===== src/sv/mhsi_pkg.sv =====
// shared types, constants and register map of the magnetometer correction block
`timescale 1ns / 1ps

package mhsi_pkg;

   // sizes
   localparam int unsigned RAW_W       = 24;
   localparam int unsigned GAIN_W      = 18;
   localparam int unsigned ROW_W       = 48;
   localparam int unsigned COEF_W      = 16;
   localparam int unsigned FIELD_W     = 32;
   localparam int unsigned TALLY_W     = 8;
   localparam int unsigned CSR_INDEX_W = 3;

   // parameter defaults
   localparam int unsigned MIN_SAMPLES_DEFAULT = 6;
   localparam int unsigned QUEUE_DEPTH_DEFAULT = 2;

   // commands
   typedef enum logic [1:0] {
      CMD_MEASURE = 2'd0,
      CMD_BEGIN   = 2'd1,
      CMD_SAMPLE  = 2'd2,
      CMD_FINISH  = 2'd3
   } mhsi_cmd_type;

   // register map
   localparam logic [CSR_INDEX_W-1:0] REG_SCALE_GAIN   = 3'd0;
   localparam logic [CSR_INDEX_W-1:0] REG_MATRIX_ROW_X = 3'd1;
   localparam logic [CSR_INDEX_W-1:0] REG_MATRIX_ROW_Y = 3'd2;
   localparam logic [CSR_INDEX_W-1:0] REG_MATRIX_ROW_Z = 3'd3;
   localparam logic [CSR_INDEX_W-1:0] REG_CORR_ENABLE  = 3'd4;

   // register reset values, identity matrix in q2.14
   localparam logic [GAIN_W-1:0] SCALE_GAIN_RESET   = 18'd4915;
   localparam logic [ROW_W-1:0]  MATRIX_ROW_X_RESET = 48'h0000_0000_4000;
   localparam logic [ROW_W-1:0]  MATRIX_ROW_Y_RESET = 48'h0000_4000_0000;
   localparam logic [ROW_W-1:0]  MATRIX_ROW_Z_RESET = 48'h4000_0000_0000;

   // saturation limits
   localparam logic signed [FIELD_W-1:0] FIELD_MAX = 32'h7FFF_FFFF;
   localparam logic signed [FIELD_W-1:0] FIELD_MIN = 32'h8000_0000;

   typedef struct packed {
      mhsi_cmd_type             command;
      logic signed [RAW_W-1:0]  raw_x;
      logic signed [RAW_W-1:0]  raw_y;
      logic signed [RAW_W-1:0]  raw_z;
   } mhsi_req_type;

   typedef struct packed {
      logic signed [FIELD_W-1:0] field_x;
      logic signed [FIELD_W-1:0] field_y;
      logic signed [FIELD_W-1:0] field_z;
      logic                      status;
      logic                      is_calibrated;
   } mhsi_rsp_type;

   typedef struct packed {
      logic [CSR_INDEX_W-1:0] index;
      logic [ROW_W-1:0]       value;
   } mhsi_csr_type;

   // classified word between front and back, raw[0] is x
   typedef struct packed {
      mhsi_cmd_type          cmd;
      logic                  needs_scale;
      logic [2:0][RAW_W-1:0] raw;
   } mhsi_item_type;

   typedef struct packed {
      logic [GAIN_W-1:0]     scale_gain;
      logic [2:0][ROW_W-1:0] matrix;
      logic                  correction_enable;
   } mhsi_cfg_type;

endpackage


===== src/sv/mhsi_stream_if.sv =====
// valid/ready stream interface carrying one payload word
`timescale 1ns / 1ps

interface mhsi_stream_if #(
   parameter type payload_type = logic
);
   logic        valid;
   logic        ready;
   payload_type data;

   modport source (output valid, output data, input ready);
   modport sink   (input valid, input data, output ready);
endinterface


===== src/sv/magnetometer_hard_soft_iron_correct.sv =====
// Magnetometer hard-iron / soft-iron correction. Each request word carries a
// command and three signed 24-bit axis counts and yields exactly one response
// word. Measure and calibration-sample scale each count by scale_gain (q2.16)
// to microtesla in q24.8, floored and saturated to 32 bits. With
// correction_enable set and a finished calibration, the hard-iron offsets are
// subtracted and the 3x3 soft-iron matrix (q2.14) applied, floored by 2^14 and
// saturated. Begin calibration resets the per-axis min/max and sample tally;
// finish sets the offsets to the floored min/max midpoints when at least
// MIN_SAMPLES samples were taken, else reports status 1; both return zero
// fields. All products go through one shared 33x19 multiplier, one product
// per cycle; begin and finish need no products, an uncorrected measure or
// sample needs three products and a corrected one twelve, the scaling ones first.
// A front register and a QUEUE_DEPTH-word fifo let new words be taken while
// the back end works, and the response register holds a finished word while
// the next one is computed. Configuration is written through the csr port,
// which is always ready; writes to indexes past the register list are dropped.
`timescale 1ns / 1ps

module magnetometer_hard_soft_iron_correct
   import mhsi_pkg::*;
#(
   parameter int unsigned MIN_SAMPLES = MIN_SAMPLES_DEFAULT,
   parameter int unsigned QUEUE_DEPTH = QUEUE_DEPTH_DEFAULT
)(
   input logic            clock,
   input logic            reset,
   mhsi_stream_if.sink    req_if,
   mhsi_stream_if.source  rsp_if,
   mhsi_stream_if.sink    csr_if
);

   // configuration registers
   mhsi_cfg_type cfg_ff, cfg_in;

   // front -> queue -> back
   mhsi_stream_if #(.payload_type(mhsi_item_type)) front_if ();
   mhsi_stream_if #(.payload_type(mhsi_item_type)) queue_if ();

   // csr port is always ready, each write is registered into cfg_ff
   assign csr_if.ready = 1'b1;

   always_comb begin
      cfg_in = cfg_ff;
      if (csr_if.valid) begin
         unique case (csr_if.data.index)
            REG_SCALE_GAIN:   cfg_in.scale_gain        = csr_if.data.value[GAIN_W-1:0];
            REG_MATRIX_ROW_X: cfg_in.matrix[0]         = csr_if.data.value;
            REG_MATRIX_ROW_Y: cfg_in.matrix[1]         = csr_if.data.value;
            REG_MATRIX_ROW_Z: cfg_in.matrix[2]         = csr_if.data.value;
            REG_CORR_ENABLE:  cfg_in.correction_enable = csr_if.data.value[0];
            // unmapped index, word dropped
            default:          cfg_in = cfg_ff;
         endcase
      end
   end

   always_ff @(posedge clock) begin
      if (reset) begin
         cfg_ff.scale_gain        <= SCALE_GAIN_RESET;
         cfg_ff.matrix[0]         <= MATRIX_ROW_X_RESET;
         cfg_ff.matrix[1]         <= MATRIX_ROW_Y_RESET;
         cfg_ff.matrix[2]         <= MATRIX_ROW_Z_RESET;
         cfg_ff.correction_enable <= 1'b0;
      end else begin
         cfg_ff <= cfg_in;
      end
   end

   // front register classifies each request word
   mhsi_front u_front (
      .clock   (clock),
      .reset   (reset),
      .req_if  (req_if),
      .item_if (front_if)
   );

   // short fifo so front and back stall independently
   mhsi_queue #(
      .DEPTH (QUEUE_DEPTH)
   ) u_queue (
      .clock  (clock),
      .reset  (reset),
      .in_if  (front_if),
      .out_if (queue_if)
   );

   // sequencer with the shared multiplier and the calibration state
   mhsi_back #(
      .MIN_SAMPLES (MIN_SAMPLES)
   ) u_back (
      .clock   (clock),
      .reset   (reset),
      .cfg     (cfg_ff),
      .item_if (queue_if),
      .rsp_if  (rsp_if)
   );

`ifndef SYNTHESIS
   // an error status only comes from finish, which returns zero fields
   a_status_zero_fields: assert property (@(posedge clock) disable iff (reset)
      rsp_if.valid && rsp_if.data.status |->
         rsp_if.data.field_x == '0 && rsp_if.data.field_y == '0 &&
         rsp_if.data.field_z == '0)
      else $error("error status with nonzero fields");

   // calibration is never lost outside reset
   a_calib_sticky: assert property (@(posedge clock) disable iff (reset)
      rsp_if.valid && rsp_if.ready && rsp_if.data.is_calibrated |=>
         !rsp_if.valid || rsp_if.data.is_calibrated)
      else $error("calibrated flag dropped");
`endif

endmodule


===== src/sv/mhsi_front.sv =====
// front stage: accepts request words and classifies them for the back end
`timescale 1ns / 1ps

module mhsi_front
   import mhsi_pkg::*;
(
   input logic            clock,
   input logic            reset,
   mhsi_stream_if.sink    req_if,
   mhsi_stream_if.source  item_if
);

   logic          valid_ff, valid_in;
   mhsi_item_type item_ff, item_in;
   logic          needs_scale;
   logic          take;

   assign req_if.ready = !valid_ff || item_if.ready;
   assign take         = req_if.valid && req_if.ready;

   // begin and finish produce zero fields, no multiplies needed
   always_comb begin
      unique case (req_if.data.command) inside
         CMD_MEASURE, CMD_SAMPLE: needs_scale = 1'b1;
         CMD_BEGIN, CMD_FINISH:   needs_scale = 1'b0;
         default:                 needs_scale = 1'b0;
      endcase
   end

   always_comb begin
      valid_in = valid_ff;
      item_in  = item_ff;
      if (req_if.ready) begin
         valid_in = req_if.valid;
      end
      if (take) begin
         item_in.cmd         = req_if.data.command;
         item_in.needs_scale = needs_scale;
         item_in.raw[0]      = req_if.data.raw_x;
         item_in.raw[1]      = req_if.data.raw_y;
         item_in.raw[2]      = req_if.data.raw_z;
      end
   end

   assign item_if.valid = valid_ff;
   assign item_if.data  = item_ff;

   always_ff @(posedge clock) begin
      if (reset) begin
         valid_ff <= 1'b0;
      end else begin
         valid_ff <= valid_in;
      end
   end

   always_ff @(posedge clock) begin
      item_ff <= item_in;
   end

endmodule


===== src/sv/mhsi_queue.sv =====
// short fifo decoupling the front stage from the back end
`timescale 1ns / 1ps

module mhsi_queue
   import mhsi_pkg::*;
#(
   parameter int unsigned DEPTH = QUEUE_DEPTH_DEFAULT
)(
   input logic            clock,
   input logic            reset,
   mhsi_stream_if.sink    in_if,
   mhsi_stream_if.source  out_if
);

   localparam int unsigned PTR_W = (DEPTH > 1) ? $clog2(DEPTH) : 1;
   localparam int unsigned CNT_W = $clog2(DEPTH + 1);
   localparam logic [PTR_W-1:0] LAST_PTR = PTR_W'(DEPTH - 1);
   localparam logic [CNT_W-1:0] FULL_CNT = CNT_W'(DEPTH);

   mhsi_item_type    entry_ff [DEPTH];
   logic [PTR_W-1:0] wr_ptr_ff, wr_ptr_in;
   logic [PTR_W-1:0] rd_ptr_ff, rd_ptr_in;
   logic [CNT_W-1:0] count_ff, count_in;
   logic             push, pop;

   assign in_if.ready  = (count_ff != FULL_CNT);
   assign out_if.valid = (count_ff != '0);
   assign out_if.data  = entry_ff[rd_ptr_ff];

   assign push = in_if.valid && in_if.ready;
   assign pop  = out_if.valid && out_if.ready;

   always_comb begin
      wr_ptr_in = wr_ptr_ff;
      rd_ptr_in = rd_ptr_ff;
      count_in  = count_ff;
      if (push) begin
         wr_ptr_in = (wr_ptr_ff == LAST_PTR) ? '0 : wr_ptr_ff + 1'b1;
      end
      if (pop) begin
         rd_ptr_in = (rd_ptr_ff == LAST_PTR) ? '0 : rd_ptr_ff + 1'b1;
      end
      case ({push, pop})
         2'b10:   count_in = count_ff + 1'b1;
         2'b01:   count_in = count_ff - 1'b1;
         default: count_in = count_ff;
      endcase
   end

   always_ff @(posedge clock) begin
      if (reset) begin
         wr_ptr_ff <= '0;
         rd_ptr_ff <= '0;
         count_ff  <= '0;
      end else begin
         wr_ptr_ff <= wr_ptr_in;
         rd_ptr_ff <= rd_ptr_in;
         count_ff  <= count_in;
      end
   end

   always_ff @(posedge clock) begin
      if (push) begin
         entry_ff[wr_ptr_ff] <= in_if.data;
      end
   end

endmodule


===== src/sv/mhsi_back.sv =====
// back end: shared-multiplier sequencer for scaling, correction and calibration
`timescale 1ns / 1ps

module mhsi_back
   import mhsi_pkg::*;
#(
   parameter int unsigned MIN_SAMPLES = MIN_SAMPLES_DEFAULT
)(
   input logic            clock,
   input logic            reset,
   input mhsi_cfg_type    cfg,
   mhsi_stream_if.sink    item_if,
   mhsi_stream_if.source  rsp_if
);

   localparam logic [TALLY_W-1:0] MIN_TALLY = TALLY_W'(MIN_SAMPLES);
   localparam logic [3:0] OP_LAST_SCALE  = 4'd2;
   localparam logic [3:0] OP_LAST_MATRIX = 4'd11;

   typedef enum logic [2:0] {
      S_IDLE   = 3'b001,
      S_MULT   = 3'b010,
      S_FINISH = 3'b100
   } bk_state_type;

   typedef struct packed {
      logic       is_scale;
      logic [1:0] row;
      logic [1:0] col;
   } bk_op_type;

   // ops 0..2 scale an axis, ops 3..11 walk the matrix row by row
   function automatic bk_op_type op_decode(input logic [3:0] op);
      bk_op_type d;
      d = '0;
      case (op)
         4'd0:    d = '{is_scale: 1'b1, row: 2'd0, col: 2'd0};
         4'd1:    d = '{is_scale: 1'b1, row: 2'd0, col: 2'd1};
         4'd2:    d = '{is_scale: 1'b1, row: 2'd0, col: 2'd2};
         4'd3:    d = '{is_scale: 1'b0, row: 2'd0, col: 2'd0};
         4'd4:    d = '{is_scale: 1'b0, row: 2'd0, col: 2'd1};
         4'd5:    d = '{is_scale: 1'b0, row: 2'd0, col: 2'd2};
         4'd6:    d = '{is_scale: 1'b0, row: 2'd1, col: 2'd0};
         4'd7:    d = '{is_scale: 1'b0, row: 2'd1, col: 2'd1};
         4'd8:    d = '{is_scale: 1'b0, row: 2'd1, col: 2'd2};
         4'd9:    d = '{is_scale: 1'b0, row: 2'd2, col: 2'd0};
         4'd10:   d = '{is_scale: 1'b0, row: 2'd2, col: 2'd1};
         4'd11:   d = '{is_scale: 1'b0, row: 2'd2, col: 2'd2};
         default: d = '0;
      endcase
      return d;
   endfunction

   function automatic logic signed [FIELD_W-1:0] sat32(input logic signed [43:0] v);
      logic signed [FIELD_W-1:0] r;
      r = v[FIELD_W-1:0];
      if (v > 44'(FIELD_MAX)) begin
         r = FIELD_MAX;
      end else if (v < 44'(FIELD_MIN)) begin
         r = FIELD_MIN;
      end
      return r;
   endfunction

   bk_state_type state_ff, state_in;
   logic [3:0]   cnt_ff, cnt_in;
   logic [3:0]   last_ff, last_in;
   logic         pvld_ff, pvld_in;
   logic [3:0]   pop_ff, pop_in;
   logic         correct_ff, correct_in;
   mhsi_item_type item_ff, item_in;

   logic signed [51:0] prod_ff, prod_in;
   logic signed [53:0] acc_ff, acc_in;

   logic signed [FIELD_W-1:0] unc_ff    [3];
   logic signed [FIELD_W-1:0] unc_in    [3];
   logic signed [FIELD_W:0]   d_ff      [3];
   logic signed [FIELD_W:0]   d_in      [3];
   logic signed [FIELD_W-1:0] res_ff    [3];
   logic signed [FIELD_W-1:0] res_in    [3];
   logic signed [FIELD_W-1:0] min_ff    [3];
   logic signed [FIELD_W-1:0] min_in    [3];
   logic signed [FIELD_W-1:0] max_ff    [3];
   logic signed [FIELD_W-1:0] max_in    [3];
   logic signed [FIELD_W-1:0] offset_ff [3];
   logic signed [FIELD_W-1:0] offset_in [3];
   logic [TALLY_W-1:0]        tally_ff, tally_in;
   logic                      calib_ff, calib_in;

   logic         rsp_valid_ff, rsp_valid_in;
   mhsi_rsp_type rsp_data_ff, rsp_data_in;

   bk_op_type                 iss, cons;
   logic signed [32:0]        mul_a;
   logic signed [18:0]        mul_b;
   logic signed [51:0]        mul_p;
   logic [COEF_W-1:0]         coef;
   logic [RAW_W-1:0]          raw_sel;
   logic signed [FIELD_W-1:0] unc_new;
   logic signed [53:0]        acc_next;
   logic signed [39:0]        acc_shift;
   logic signed [FIELD_W:0]   mid_sum [3];
   logic signed [FIELD_W-1:0] fld     [3];
   logic                      take, emit;

   assign item_if.ready = (state_ff == S_IDLE);
   assign take          = item_if.valid && item_if.ready;
   assign emit          = (state_ff == S_FINISH) && (!rsp_valid_ff || rsp_if.ready);

   assign rsp_if.valid = rsp_valid_ff;
   assign rsp_if.data  = rsp_data_ff;

   // shared multiplier, operands picked by the issuing op
   always_comb begin
      iss     = op_decode(cnt_ff);
      raw_sel = item_ff.raw[iss.col];
      coef    = cfg.matrix[iss.row][{iss.col, 4'b0000} +: COEF_W];
      if (iss.is_scale) begin
         mul_a = {{(33 - RAW_W){raw_sel[RAW_W-1]}}, raw_sel};
         mul_b = {1'b0, cfg.scale_gain};
      end else begin
         mul_a = d_ff[iss.col];
         mul_b = {{(19 - COEF_W){coef[COEF_W-1]}}, coef};
      end
      mul_p = mul_a * mul_b;
   end

   // consume side of the registered product
   always_comb begin
      cons      = op_decode(pop_ff);
      unc_new   = sat32(prod_ff[51:8]);
      acc_next  = (cons.col == 2'd0) ? 54'(prod_ff) : acc_ff + 54'(prod_ff);
      acc_shift = acc_next[53:14];
   end

   always_comb begin
      state_in     = state_ff;
      cnt_in       = cnt_ff;
      last_in      = last_ff;
      pvld_in      = 1'b0;
      pop_in       = pop_ff;
      correct_in   = correct_ff;
      item_in      = item_ff;
      prod_in      = prod_ff;
      acc_in       = acc_ff;
      tally_in     = tally_ff;
      calib_in     = calib_ff;
      rsp_valid_in = rsp_valid_ff && !rsp_if.ready;
      rsp_data_in  = rsp_data_ff;
      for (int i = 0; i < 3; i++) begin
         unc_in[i]    = unc_ff[i];
         d_in[i]      = d_ff[i];
         res_in[i]    = res_ff[i];
         min_in[i]    = min_ff[i];
         max_in[i]    = max_ff[i];
         offset_in[i] = offset_ff[i];
         mid_sum[i]   = {min_ff[i][FIELD_W-1], min_ff[i]} + {max_ff[i][FIELD_W-1], max_ff[i]};
         fld[i]       = correct_ff ? res_ff[i] : unc_ff[i];
      end

      unique case (state_ff)
         S_IDLE: begin
            if (take) begin
               item_in    = item_if.data;
               correct_in = cfg.correction_enable && calib_ff;
               last_in    = (cfg.correction_enable && calib_ff) ? OP_LAST_MATRIX
                                                                : OP_LAST_SCALE;
               cnt_in     = '0;
               state_in   = item_if.data.needs_scale ? S_MULT : S_FINISH;
            end
         end
         S_MULT: begin
            cnt_in = cnt_ff + 1'b1;
            if (cnt_ff <= last_ff) begin
               pvld_in = 1'b1;
               pop_in  = cnt_ff;
               prod_in = mul_p;
            end
            if (pvld_ff) begin
               if (cons.is_scale) begin
                  unc_in[cons.col] = unc_new;
                  d_in[cons.col]   = {unc_new[FIELD_W-1], unc_new}
                                   - {offset_ff[cons.col][FIELD_W-1], offset_ff[cons.col]};
               end else begin
                  acc_in = acc_next;
                  if (cons.col == 2'd2) begin
                     res_in[cons.row] = sat32(44'(acc_shift));
                  end
               end
               if (pop_ff == last_ff) begin
                  state_in = S_FINISH;
               end
            end
         end
         S_FINISH: begin
            if (emit) begin
               state_in            = S_IDLE;
               rsp_valid_in        = 1'b1;
               rsp_data_in.status  = 1'b0;
               rsp_data_in.field_x = '0;
               rsp_data_in.field_y = '0;
               rsp_data_in.field_z = '0;
               unique case (item_ff.cmd)
                  CMD_MEASURE: begin
                     rsp_data_in.field_x = fld[0];
                     rsp_data_in.field_y = fld[1];
                     rsp_data_in.field_z = fld[2];
                  end
                  CMD_SAMPLE: begin
                     rsp_data_in.field_x = fld[0];
                     rsp_data_in.field_y = fld[1];
                     rsp_data_in.field_z = fld[2];
                     for (int i = 0; i < 3; i++) begin
                        if (unc_ff[i] < min_ff[i]) begin
                           min_in[i] = unc_ff[i];
                        end
                        if (unc_ff[i] > max_ff[i]) begin
                           max_in[i] = unc_ff[i];
                        end
                     end
                     if (tally_ff != '1) begin
                        tally_in = tally_ff + 1'b1;
                     end
                  end
                  CMD_BEGIN: begin
                     for (int i = 0; i < 3; i++) begin
                        min_in[i] = FIELD_MAX;
                        max_in[i] = FIELD_MIN;
                     end
                     tally_in = '0;
                  end
                  CMD_FINISH: begin
                     // floored midpoint of the tracked span
                     if (tally_ff >= MIN_TALLY) begin
                        for (int i = 0; i < 3; i++) begin
                           offset_in[i] = mid_sum[i][FIELD_W:1];
                        end
                        calib_in = 1'b1;
                     end else begin
                        rsp_data_in.status = 1'b1;
                     end
                  end
                  default: begin
                     rsp_data_in.status = 1'b0;
                  end
               endcase
               rsp_data_in.is_calibrated = calib_in;
            end
         end
         default: begin
            state_in = S_IDLE;
         end
      endcase
   end

   always_ff @(posedge clock) begin
      if (reset) begin
         state_ff     <= S_IDLE;
         pvld_ff      <= 1'b0;
         tally_ff     <= '0;
         calib_ff     <= 1'b0;
         rsp_valid_ff <= 1'b0;
         for (int i = 0; i < 3; i++) begin
            min_ff[i]    <= FIELD_MAX;
            max_ff[i]    <= FIELD_MIN;
            offset_ff[i] <= '0;
         end
      end else begin
         state_ff     <= state_in;
         pvld_ff      <= pvld_in;
         tally_ff     <= tally_in;
         calib_ff     <= calib_in;
         rsp_valid_ff <= rsp_valid_in;
         for (int i = 0; i < 3; i++) begin
            min_ff[i]    <= min_in[i];
            max_ff[i]    <= max_in[i];
            offset_ff[i] <= offset_in[i];
         end
      end
   end

   always_ff @(posedge clock) begin
      cnt_ff      <= cnt_in;
      last_ff     <= last_in;
      pop_ff      <= pop_in;
      correct_ff  <= correct_in;
      item_ff     <= item_in;
      prod_ff     <= prod_in;
      acc_ff      <= acc_in;
      rsp_data_ff <= rsp_data_in;
      for (int i = 0; i < 3; i++) begin
         unc_ff[i] <= unc_in[i];
         d_ff[i]   <= d_in[i];
         res_ff[i] <= res_in[i];
      end
   end

endmodule


===== src/flat_wrapper.sv =====
// flat-port wrapper written by rule: the top's interface ports become plain ports
module magnetometer_hard_soft_iron_correct_flat import mhsi_pkg::*;
#(
   parameter int unsigned MIN_SAMPLES = MIN_SAMPLES_DEFAULT,
   parameter int unsigned QUEUE_DEPTH = QUEUE_DEPTH_DEFAULT
)
  (clock, reset, req_if_valid, req_if_data, req_if_ready, rsp_if_valid, rsp_if_data, rsp_if_ready, csr_if_valid, csr_if_data, csr_if_ready);
  mhsi_stream_if #(.payload_type(mhsi_req_type)) req_if_i ();
  mhsi_stream_if #(.payload_type(mhsi_rsp_type)) rsp_if_i ();
  mhsi_stream_if #(.payload_type(mhsi_csr_type)) csr_if_i ();
  input logic clock;
  input logic reset;
  input wire logic [$bits(req_if_i.valid)-1:0] req_if_valid;
  input wire logic [$bits(req_if_i.data)-1:0] req_if_data;
  output wire logic [$bits(req_if_i.ready)-1:0] req_if_ready;
  output wire logic [$bits(rsp_if_i.valid)-1:0] rsp_if_valid;
  output wire logic [$bits(rsp_if_i.data)-1:0] rsp_if_data;
  input wire logic [$bits(rsp_if_i.ready)-1:0] rsp_if_ready;
  input wire logic [$bits(csr_if_i.valid)-1:0] csr_if_valid;
  input wire logic [$bits(csr_if_i.data)-1:0] csr_if_data;
  output wire logic [$bits(csr_if_i.ready)-1:0] csr_if_ready;
  assign req_if_i.valid = req_if_valid;
  assign req_if_i.data = req_if_data;
  assign req_if_ready = req_if_i.ready;
  assign rsp_if_valid = rsp_if_i.valid;
  assign rsp_if_data = rsp_if_i.data;
  assign rsp_if_i.ready = rsp_if_ready;
  assign csr_if_i.valid = csr_if_valid;
  assign csr_if_i.data = csr_if_data;
  assign csr_if_ready = csr_if_i.ready;
  magnetometer_hard_soft_iron_correct #(.MIN_SAMPLES(MIN_SAMPLES), .QUEUE_DEPTH(QUEUE_DEPTH)) u_core (.clock(clock), .reset(reset), .req_if(req_if_i), .rsp_if(rsp_if_i), .csr_if(csr_if_i));
endmodule

===== config.mk =====
export PLATFORM = sky130hd
export DESIGN_NAME = magnetometer_hard_soft_iron_correct_flat
export DESIGN_NICKNAME = d
export VERILOG_FILES = /design/src/sv/mhsi_pkg.sv /design/src/sv/mhsi_stream_if.sv /design/src/sv/magnetometer_hard_soft_iron_correct.sv /design/src/sv/mhsi_front.sv /design/src/sv/mhsi_queue.sv /design/src/sv/mhsi_back.sv /design/src/flat_wrapper.sv
export SDC_FILE = /design/constraint.sdc
export NUM_CORES = 2
export LEC_CHECK = 0
export ABC_AREA = 0
export BUFFER_PORTS_ARGS = -buffer_cell sky130_fd_sc_hd__clkbuf_2
export CORE_MARGIN = 8
export CORE_UTILIZATION = 40
export CTS_CLUSTER_SIZE = 28
export DETAILED_ROUTE_END_ITERATION = 10
export SYNTH_ARGS = -nofsm -noshare
export SYNTH_HDL_FRONTEND = slang
export SYNTH_SLANG_ARGS = --single-unit

===== constraint.sdc =====
create_clock -name clock -period 11.4 [get_ports clock]
set_input_delay 1.14 -clock clock [delete_from_list [all_inputs] [get_ports clock]]
set_output_delay 1.14 -clock clock [all_outputs]
set_load 0.03 [all_outputs]

==> qor.txt <==
Number of nets with antenna violations after routing: 0
#FFs+latches synth: 1284
Sequential share of the synthesized area: 41.3%
Register Area: 34700 um^2
Dominant register cell in the synthesized netlist: sky130_fd_sc_hd__edfxtp_1
Setup CP Type: flop to flop
Total global routing overflow: 0
Worst Setup Start Kind: flop
Number of unique standard cell types used by synthesis: 86
Final count of hold timing violations: 0
Chip height: 474 um
Clock net sink count: 1284
Final instance area: 93200 um^2
Register clock-pin slew on the reported worst setup and hold paths: 0.07 ns
FMAX: 101 MHz
Net count, final: 9480
Max clock buf depth: 3
Post-CTS Setup Bufs: 0
Outcome: finished clean
Least-Margin Pin Slew: 1.27 ns
Via count of the routed design: 60002
Synthesized Nets: 9352
Longest individual stage delay on the worst path: 0.66 ns
DP Wirelength: 197000 um
Num CTS Buffers: 141
Number of remaining DRC errors: 0
Placement-stage cell area: 88400 um^2
Setup TNS Final: 0 ns
Unrepaired setup endpoints after global routing: no
Root Buffer Master: sky130_fd_sc_hd__clkbuf_16
Growth of design area from synthesis to finish: 11.0%
Proportion of layout cells with a drive suffix above 1: 10.1%
Total Wirelength: 257000 um
Fraction of the cycle the final worst path needs: 86.8%
Standard cell core area: 209000 um^2
Global router's overall resource usage: 22.3%
Number of synthesized flops with an enable pin: 899
Largest net degree at the start of global routing: 171
CP max-delay cell: sky130_fd_sc_hd__dfxtp_1
I/O Buffers: 229
CTS tree: yes
Maximum capacitance violations: 0
Warning count from the yosys run: 0
Post-synthesis average cell area: 10.4 um^2
Remaining max-slew budget at the tightest pin: 12.8%
Initial DRC Count: 4896
Clock insertion delay at the later pin of the skew report: 0.82 ns
Number of gates resized after CTS: 0
Vias in the first global route: 60883
Std cell rows: 168
Minimum clock period: 9.89 ns
Die span in x: 474 um
Initial standard-cell utilization of the core: 40.1%
Count of TritonRoute iterations in the first routing pass: 6
First-pass GRT wire length: 384000 um
Final slew viol count: 0
FFs w/ async S/R, synth: 0%
Final-layout fill cell count: 19522
Critical path arrival: 10.43 ns
Final clock skew: 0.0423 ns
Number of levels the H-tree was split into: 4
Netlist area before placement: 84000 um^2
Count of endpoints failing setup in the final report: 0
Routability congestion estimate: 0.944
Combined area of the multi-input logic cells: 44800 um^2
Via density per instance: 5.39
Die area: 225000 um^2
Required arrival time at the worst endpoint: 11.94 ns
Count of hold-fix buffers inserted at cts: 0
Most Frequent Cell on Critical Path: sky130_fd_sc_hd__fa_1
Antenna violations before repair: 12
Critical Path End Type: flop
Wire per inst: 23.1 um
Num ports: 231
Type of the most critical hold path: flop to flop
Critical-path maximum fanout: 21
Number of standard cells after synthesis: 8084
-- cell type report --
cell class	instances	area share, %
sequential	1284	37.3
antenna	5	0.0134
inverter	864	3.48
multi-input combinational	5573	48.1
timing repair buffer	348	2.28
tap	2805	3.77
clock buffer	183	4.15
clock inverter	76	0.966
-- placed cells by master, fill, tap and decap left out, drive strengths merged, types with 33 or more instances in the layout --
master and count:
clkbuf 412, ha 525, a21o 217, clkinv 44
inv 876, or2 48, buf 119, xor2 92
edfxtp 899, xnor2 120, a22o 33, fa 613
nor3b 75, nor3 49, nor2b 55, dfxtp 385
nand2b 100, mux2 110, nand4 68, nand3 61
nor2 892, o21a 63, nand2 924, o21ai 333
a21oi 506, mux2i 284
-- worst paths after layout --
kind | startpoint | to | slack, ns | cells past startpoint
worst max-delay path | u_core.u_back.iss[2] | u_core.u_back.prod_ff[45] | 1.51 | 30
worst min-delay path | u_core.u_front.item_if.data[29] | u_core.u_queue.entry_ff[0][29] | 0.44 | 0
worst max register to register | u_core.u_back.iss[2] | u_core.u_back.prod_ff[45] | 1.51 | 30
worst min register to register | u_core.u_front.item_if.data[29] | u_core.u_queue.entry_ff[0][29] | 0.44 | 0
-- synth_stat cells (100+ instances only) --
cell | number | area [um^2]
sky130_fd_sc_hd__nand2b_1 | 100 | 626
sky130_fd_sc_hd__dfxtp_1 | 385 | 7710
sky130_fd_sc_hd__ha_1 | 525 | 6570
sky130_fd_sc_hd__clkbuf_1 | 293 | 1100
sky130_fd_sc_hd__xnor2_1 | 120 | 1050
sky130_fd_sc_hd__nor2_1 | 892 | 3350
sky130_fd_sc_hd__edfxtp_1 | 899 | 27000
sky130_fd_sc_hd__mux2i_1 | 284 | 2840
sky130_fd_sc_hd__a21o_1 | 217 | 1630
sky130_fd_sc_hd__a21oi_1 | 504 | 2520
sky130_fd_sc_hd__fa_1 | 613 | 12300
sky130_fd_sc_hd__o21ai_0 | 237 | 1190
sky130_fd_sc_hd__inv_1 | 863 | 3240
sky130_fd_sc_hd__mux2_2 | 110 | 1240
sky130_fd_sc_hd__nand2_1 | 924 | 3470
-- registers in the layout (all words and copies together), names as in the netlist, 96 cells and up, named ones only --
register                   flops
u_core.cfg_ff                163
u_core.u_back.rsp_if.data     98
u_core.u_back.res_ff          96
u_core.u_back.d_ff            99
u_core.u_back.min_ff          96
u_core.u_queue.entry_ff      150
u_core.u_back.offset_ff       96
u_core.u_back.max_ff          96
u_core.u_back.unc_ff          96
-- kinds of logic after synthesis --
group                    after synthesis  share of synthesized area, %
AO/OA/AOI/OAI                       1398                          10.4
XOR/XNOR                             212                          2.21
adder cells (fa/ha/maj)             1138                          22.4
buffers and inverters               1227                          5.62
flip-flops                          1284                          41.3
multiplexers                         410                          5.29
other                                  1                       0.00447
AND/OR/NAND/NOR                     2414                          12.7
-- layer usage --
layer	share of wire (%)	routed length [um]	global-route usage, %	up-vias
li1	-	-	-	27681
met1	43	110000	29.3	29948
met2	47	121000	37.3	1967
met3	6.6	16900	4.29	404
met4	3.6	9210	7.37	2
met5	0.0051	13	0	-
-- stage by stage --
stage	instances	hold WS [ns]	setup slack (ns)	util, %
final	11138	0.441	1.51	44.6
after global routing	11133	0.442	0.854	44.6
after CTS	11133	0.441	1.48	44.6
after detailed placement	10874	0.431	1.53	42.3
after global placement	10873	0.426	1.62	42.3
after floorplan	8084	0.421	2.64	-
-- critical path, delay by kind of cell (launching register included) --
family / cells / cell delay (ns)
AND/OR/NAND/NOR: 5 / 1.69
flip-flops: 1 / 0.66
AO/OA/AOI/OAI: 10 / 2.40
adder cells (fa/ha/maj): 8 / 4.00
XOR/XNOR: 1 / 0.09
buffers and inverters: 6 / 0.72
Power is not shown: default switching activity piles up to over one toggle a cycle in this logic, so the estimate is an artifact.
